$ cat src/design/m3inv_fifo.sv
`timescale 1ns / 1ps
// Small register queue used between the pipeline sections and at the output.
module m3inv_fifo #(
    parameter int  DEPTH = 2,
    parameter type T     = logic
) (
    input  logic clk,
    input  logic rst_n,
    input  logic push,
    input  T     wdata,
    input  logic pop,
    output T     rdata,
    output logic empty,
    output logic full
);

    localparam int PTR_W = (DEPTH > 1) ? $clog2(DEPTH) : 1;
    localparam int CNT_W = $clog2(DEPTH + 1);

    T                 mem [DEPTH];
    logic [PTR_W-1:0] wr_ptr_reg, wr_ptr_next;
    logic [PTR_W-1:0] rd_ptr_reg, rd_ptr_next;
    logic [CNT_W-1:0] count_reg, count_next;

    always_comb
    begin
        wr_ptr_next = wr_ptr_reg;
        rd_ptr_next = rd_ptr_reg;
        count_next  = count_reg;
        if (push)
        begin
            wr_ptr_next = (wr_ptr_reg == PTR_W'(DEPTH - 1)) ? '0 : wr_ptr_reg + 1'b1;
        end
        if (pop)
        begin
            rd_ptr_next = (rd_ptr_reg == PTR_W'(DEPTH - 1)) ? '0 : rd_ptr_reg + 1'b1;
        end
        if (push && !pop)
        begin
            count_next = count_reg + 1'b1;
        end
        else if (pop && !push)
        begin
            count_next = count_reg - 1'b1;
        end
    end

    always_ff @(posedge clk or negedge rst_n)
    begin
        if (!rst_n)
        begin
            wr_ptr_reg <= '0;
            rd_ptr_reg <= '0;
            count_reg  <= '0;
        end
        else
        begin
            wr_ptr_reg <= wr_ptr_next;
            rd_ptr_reg <= rd_ptr_next;
            count_reg  <= count_next;
        end
    end

    always_ff @(posedge clk)
    begin
        if (push)
        begin
            mem[wr_ptr_reg] <= wdata;
        end
    end

    assign rdata = mem[rd_ptr_reg];
    assign empty = (count_reg == '0);
    assign full  = (count_reg == CNT_W'(DEPTH));

endmodule

$ cat config.mk
export PLATFORM = sky130hd
export DESIGN_NAME = m3inv_fifo
export DESIGN_NICKNAME = d
export VERILOG_FILES = /design/src/design/m3inv_fifo.sv
export SDC_FILE = /design/constraint.sdc
export NUM_CORES = 1
export LEC_CHECK = 0
export ABC_AREA = 0
export BUFFER_PORTS_ARGS = -buffer_cell sky130_fd_sc_hd__buf_2
export CAP_MARGIN = 20
export CORE_AREA = 4 4 41 43
export DETAILED_ROUTE_END_ITERATION = 8
export DIE_AREA = 0 0 45 47
export SLEW_MARGIN = 40
export SYNTH_ARGS = -nofsm -noshare
export SYNTH_HDL_FRONTEND = slang
export SYNTH_SLANG_ARGS = --single-unit
$ cat constraint.sdc
create_clock -name clk -period 1.1 [get_ports clk]
set_input_delay 0.165 -clock clk [delete_from_list [all_inputs] [get_ports clk]]
set_output_delay 0.165 -clock clk [all_outputs]
set_load 0.02 [all_outputs]
==> run_summary.xml <==
<?xml version="1.0" encoding="UTF-8"?>
<metrics>
  <group name="run_status">
    <metric name="status" unit="">finished, violations left</metric>
    <metric name="violations_in_the_final_reports" unit="">negative setup slack</metric>
  </group>
  <group name="routing">
    <metric name="drt_first_iter_violations" unit="">4</metric>
    <metric name="met2_length" unit="µm">196</metric>
    <metric name="route.detailed.drc" unit="">0</metric>
    <metric name="detailed_routing_iteration_count_for_the_pre_antenna_repair_pass" unit="">2</metric>
    <metric name="route.met3.wl" unit="µm">45</metric>
    <metric name="top_layer" unit="">met4</metric>
    <metric name="drt-met1-wl" unit="µm">217</metric>
    <metric name="totalWireLength" unit="µm">474</metric>
    <metric name="drt.antenna.violating_nets" unit="">0</metric>
    <metric name="via_count" unit="">187</metric>
    <metric name="vias_per_cell" unit="">3.82</metric>
    <metric name="wl_per_cell" unit="µm">9.67</metric>
  </group>
  <group name="sta">
    <metric name="setup_skew" unit="ns">0.00269</metric>
    <metric name="finalSetupViolCount" unit="">2</metric>
    <metric name="period_share" unit="">1.11</metric>
    <metric name="maxSlewHeadroom" unit="">0.913</metric>
    <metric name="rsz0062_at_grt" unit="">true</metric>
    <metric name="final_critical_path_setup_slack" unit="ns">-0.122</metric>
    <metric name="clock.fmax" unit="MHz">818</metric>
    <metric name="finalHoldViolCount" unit="">0</metric>
    <metric name="tns" unit="ns">-0.157</metric>
    <metric name="final_period_minus_worst_setup_slack" unit="ns">1.22</metric>
    <metric name="slew_at_the_pin_closest_to_its_max_slew_limit" unit="ns">0.131</metric>
    <metric name="final-max-slew-violation-count" unit="">0</metric>
  </group>
  <group name="logic_synthesis">
    <metric name="synth_cell_types" unit="">11</metric>
    <metric name="mapped_area" unit="µm²">260</metric>
    <metric name="avgSynthCellArea" unit="µm²">13.7</metric>
    <metric name="synth_top_cell_by_area" unit="">sky130_fd_sc_hd__dfrtp_1</metric>
    <metric name="synth_edf_count" unit="">2</metric>
    <metric name="synthFlopType" unit="">sky130_fd_sc_hd__dfrtp_1</metric>
    <metric name="synth.top_cell.area_share" unit="">0.385</metric>
    <metric name="ys_warn_count" unit="">0</metric>
    <metric name="yosysSeqAreaShare" unit="">0.615</metric>
    <metric name="synth.top_cells.by_count" unit="">sky130_fd_sc_hd__dfrtp_1 (4), sky130_fd_sc_hd__xor2_1 (4), sky130_fd_sc_hd__edfxtp_1 (2), sky130_fd_sc_hd__nor2_1 (2)</metric>
    <metric name="synthTopCellsByArea" unit="">sky130_fd_sc_hd__dfrtp_1 (38%), sky130_fd_sc_hd__edfxtp_1 (23%), sky130_fd_sc_hd__xor2_1 (13%), sky130_fd_sc_hd__ha_1 (4.8%), sky130_fd_sc_hd__mux2_2 (4.3%)</metric>
    <metric name="flip_flop_and_latch_count_after_synthesis" unit="">6</metric>
    <metric name="synth_async_sr_flop_share" unit="">0.667</metric>
    <metric name="mapped_nets" unit="">25</metric>
    <metric name="gate_count_after_technology_mapping" unit="">19</metric>
  </group>
  <group name="floorplan">
    <metric name="initial_cell_density_of_the_core" unit="">0.200</metric>
    <metric name="io-pin-count" unit="">8</metric>
    <metric name="horizontal_die_dimension" unit="µm">45</metric>
    <metric name="dieArea" unit="µm²">2120</metric>
    <metric name="die_span_y" unit="µm">47</metric>
    <metric name="placeableCoreArea" unit="µm²">1300</metric>
    <metric name="rows" unit="">13</metric>
  </group>
  <group name="grt">
    <metric name="globalRoute.totalOverflow" unit="">0</metric>
    <metric name="initial_antenna_violation_count" unit="">0</metric>
    <metric name="largest_net_degree_at_the_start_of_global_routing" unit="">5</metric>
    <metric name="grt_use_total" unit="">0.0557</metric>
    <metric name="grt_pass1_vias" unit="">187</metric>
    <metric name="grt_first_pass_wirelength" unit="µm">724</metric>
  </group>
  <group name="pwr">
    <metric name="leakagePower" unit="nW">0.188</metric>
    <metric name="max-vdd-ir-drop" unit="mV">0.721</metric>
    <metric name="powerDensity" unit="nW/µm²">2730</metric>
  </group>
  <group name="cts">
    <metric name="clk_pin_slew_worst_paths" unit="ns">0.05</metric>
    <metric name="cts-htree-levels" unit="">1</metric>
    <metric name="cts-root-to-sink-buffers" unit="">2</metric>
    <metric name="ctsRootBufferMaster" unit="">sky130_fd_sc_hd__clkbuf_4</metric>
    <metric name="cts_tree" unit="">yes</metric>
    <metric name="clkLatencyLatePin" unit="ns">0.24</metric>
    <metric name="clock-sinks" unit="">6</metric>
    <metric name="cts_made_buffers" unit="">3</metric>
  </group>
  <group name="finish">
    <metric name="layout.area.seq" unit="µm²">160</metric>
    <metric name="layout.nets" unit="">41</metric>
    <metric name="final_layout_size_suffix_gt1_frac" unit="">0.441</metric>
    <metric name="final.fill_count" unit="">144</metric>
    <metric name="area_growth" unit="%">50.5</metric>
    <metric name="n_antenna_cell" unit="">0</metric>
    <metric name="multi_input_comb_area" unit="µm²">100</metric>
  </group>
  <group name="placement">
    <metric name="placement.setup.worst_slack" unit="ns">0.0983</metric>
    <metric name="hpwl" unit="µm">335</metric>
    <metric name="port_buffers" unit="">7</metric>
    <metric name="gp_congestion" unit="">0.654</metric>
  </group>
  <group name="worst_setup_path">
    <metric name="crit_chain" unit="">mux2_4 -&gt; buf_6</metric>
    <metric name="path_max_fanout" unit="">2</metric>
    <metric name="cp.arrival" unit="ns">1.06</metric>
    <metric name="crit_buf_inv" unit="">1</metric>
    <metric name="worst_ep_required_time" unit="ns">0.94</metric>
    <metric name="timing.critical_path.to_type" unit="">output pin</metric>
    <metric name="cp_slowest_cell" unit="">sky130_fd_sc_hd__dfrtp_1</metric>
    <metric name="crit_family" unit="">flip-flops</metric>
    <metric name="path_class" unit="">flop to output pin</metric>
    <metric name="worst_path_largest_cell_delay" unit="ns">0.38</metric>
    <metric name="start_kind" unit="">flop</metric>
  </group>
  <group name="hold_path">
    <metric name="class_of_the_tightest_hold_or_removal_check" unit="">primary input to flop</metric>
  </group>
  <group name="flow_run">
    <metric name="maxCapViolCount" unit="">0</metric>
  </group>
</metrics>
## path summary, 6_finish.rpt
| kind | startpoint | endpoint | slack, ns | depth (start not counted) |
|---|---|---|---|---|
| worst max-delay path | rd_ptr_reg | rdata | -0.12 | 2 |
| worst min-delay path | pop | rd_ptr_reg | 0.12 | 2 |
| worst max register to register | count_reg[0] | count_reg[1] | 0.07 | 4 |
| worst min register to register | wr_ptr_reg | wr_ptr_reg | 0.49 | 1 |
| max in group asynchronous | rst_n | rd_ptr_reg | 0.72 | 2 |
| min in group asynchronous | rst_n | count_reg[0] | 0.26 | 2 |
## per-stage QoR
step           hold slack, ns  total power (W)  area (µm²)   util  std cells
6_report                0.118          0.00107         392  0.301         49
5_1_grt                 0.103          0.00114         392  0.301         49
4_1_cts                 0.113          0.00105         382  0.293         48
3_5_place_dp          -0.0228         0.000696         314  0.241         41
3_3_place_gp          -0.0216         0.000691         314  0.241         41
2_1_floorplan          -0.131         0.000605         260      -         19
## power breakdown
group	switching, W	internal, W	leakage, nW	total [W]
Clock	0.0000832	0.000138	0.0150	0.000221
Sequential	0.0000646	0.000327	0.0654	0.000391
Combinational	0.000187	0.000269	0.107	0.000456
## layer usage
metal  vias to the layer above  GRT usage
met4                         0     0.0702
li1                         89          -
met5                         -          0
met2                        10     0.0678
met1                        86     0.0580
met3                         2     0.0345
## cell families after synthesis
logic type / synth area share
flip-flops: 0.615
XOR/XNOR: 0.168
AND/OR/NAND/NOR: 0.111
buffers and inverters: 0.0144
multiplexers: 0.0433
adder cells (fa/ha/maj): 0.0481
## layout by cell type, fill, tap and decap left out
cell type / instances
sky130_fd_sc_hd__xor2_1: 4
sky130_fd_sc_hd__dfrtp_1: 4
sky130_fd_sc_hd__buf_2: 4
sky130_fd_sc_hd__buf_4: 4
sky130_fd_sc_hd__clkbuf_4: 3
sky130_fd_sc_hd__nor2_1: 2
sky130_fd_sc_hd__edfxtp_1: 2
sky130_fd_sc_hd__buf_6: 2
sky130_fd_sc_hd__and2b_2: 1
sky130_fd_sc_hd__inv_1: 1
sky130_fd_sc_hd__and2_1: 1
sky130_fd_sc_hd__nor2b_1: 1
sky130_fd_sc_hd__xnor2_1: 1
sky130_fd_sc_hd__mux2_4: 1
sky130_fd_sc_hd__ha_1: 1
sky130_fd_sc_hd__clkbuf_1: 1
sky130_fd_sc_hd__dlygate4sd3_1: 1
## layout make-up
cell class | instances | area share
clock buffer | 4 | 0.0671
inverter | 1 | 0.00958
multi-input combinational | 12 | 0.256
sequential | 6 | 0.409
tap | 15 | 0.0479
timing repair buffer | 11 | 0.211
## what timing repair did
| item | in CTS | in global routing |
|---|---|---|
| pin swaps | 0 | 1 |
| buffers inserted | 2 | 1 |
| endpoints found under the hold margin | 4 | 0 |
| gates resized for setup | 5 | 1 |
| setup endpoints to repair | 3 | 3 |
| hold buffers | 1 | 0 |
(Power assumes the default switching activity.)
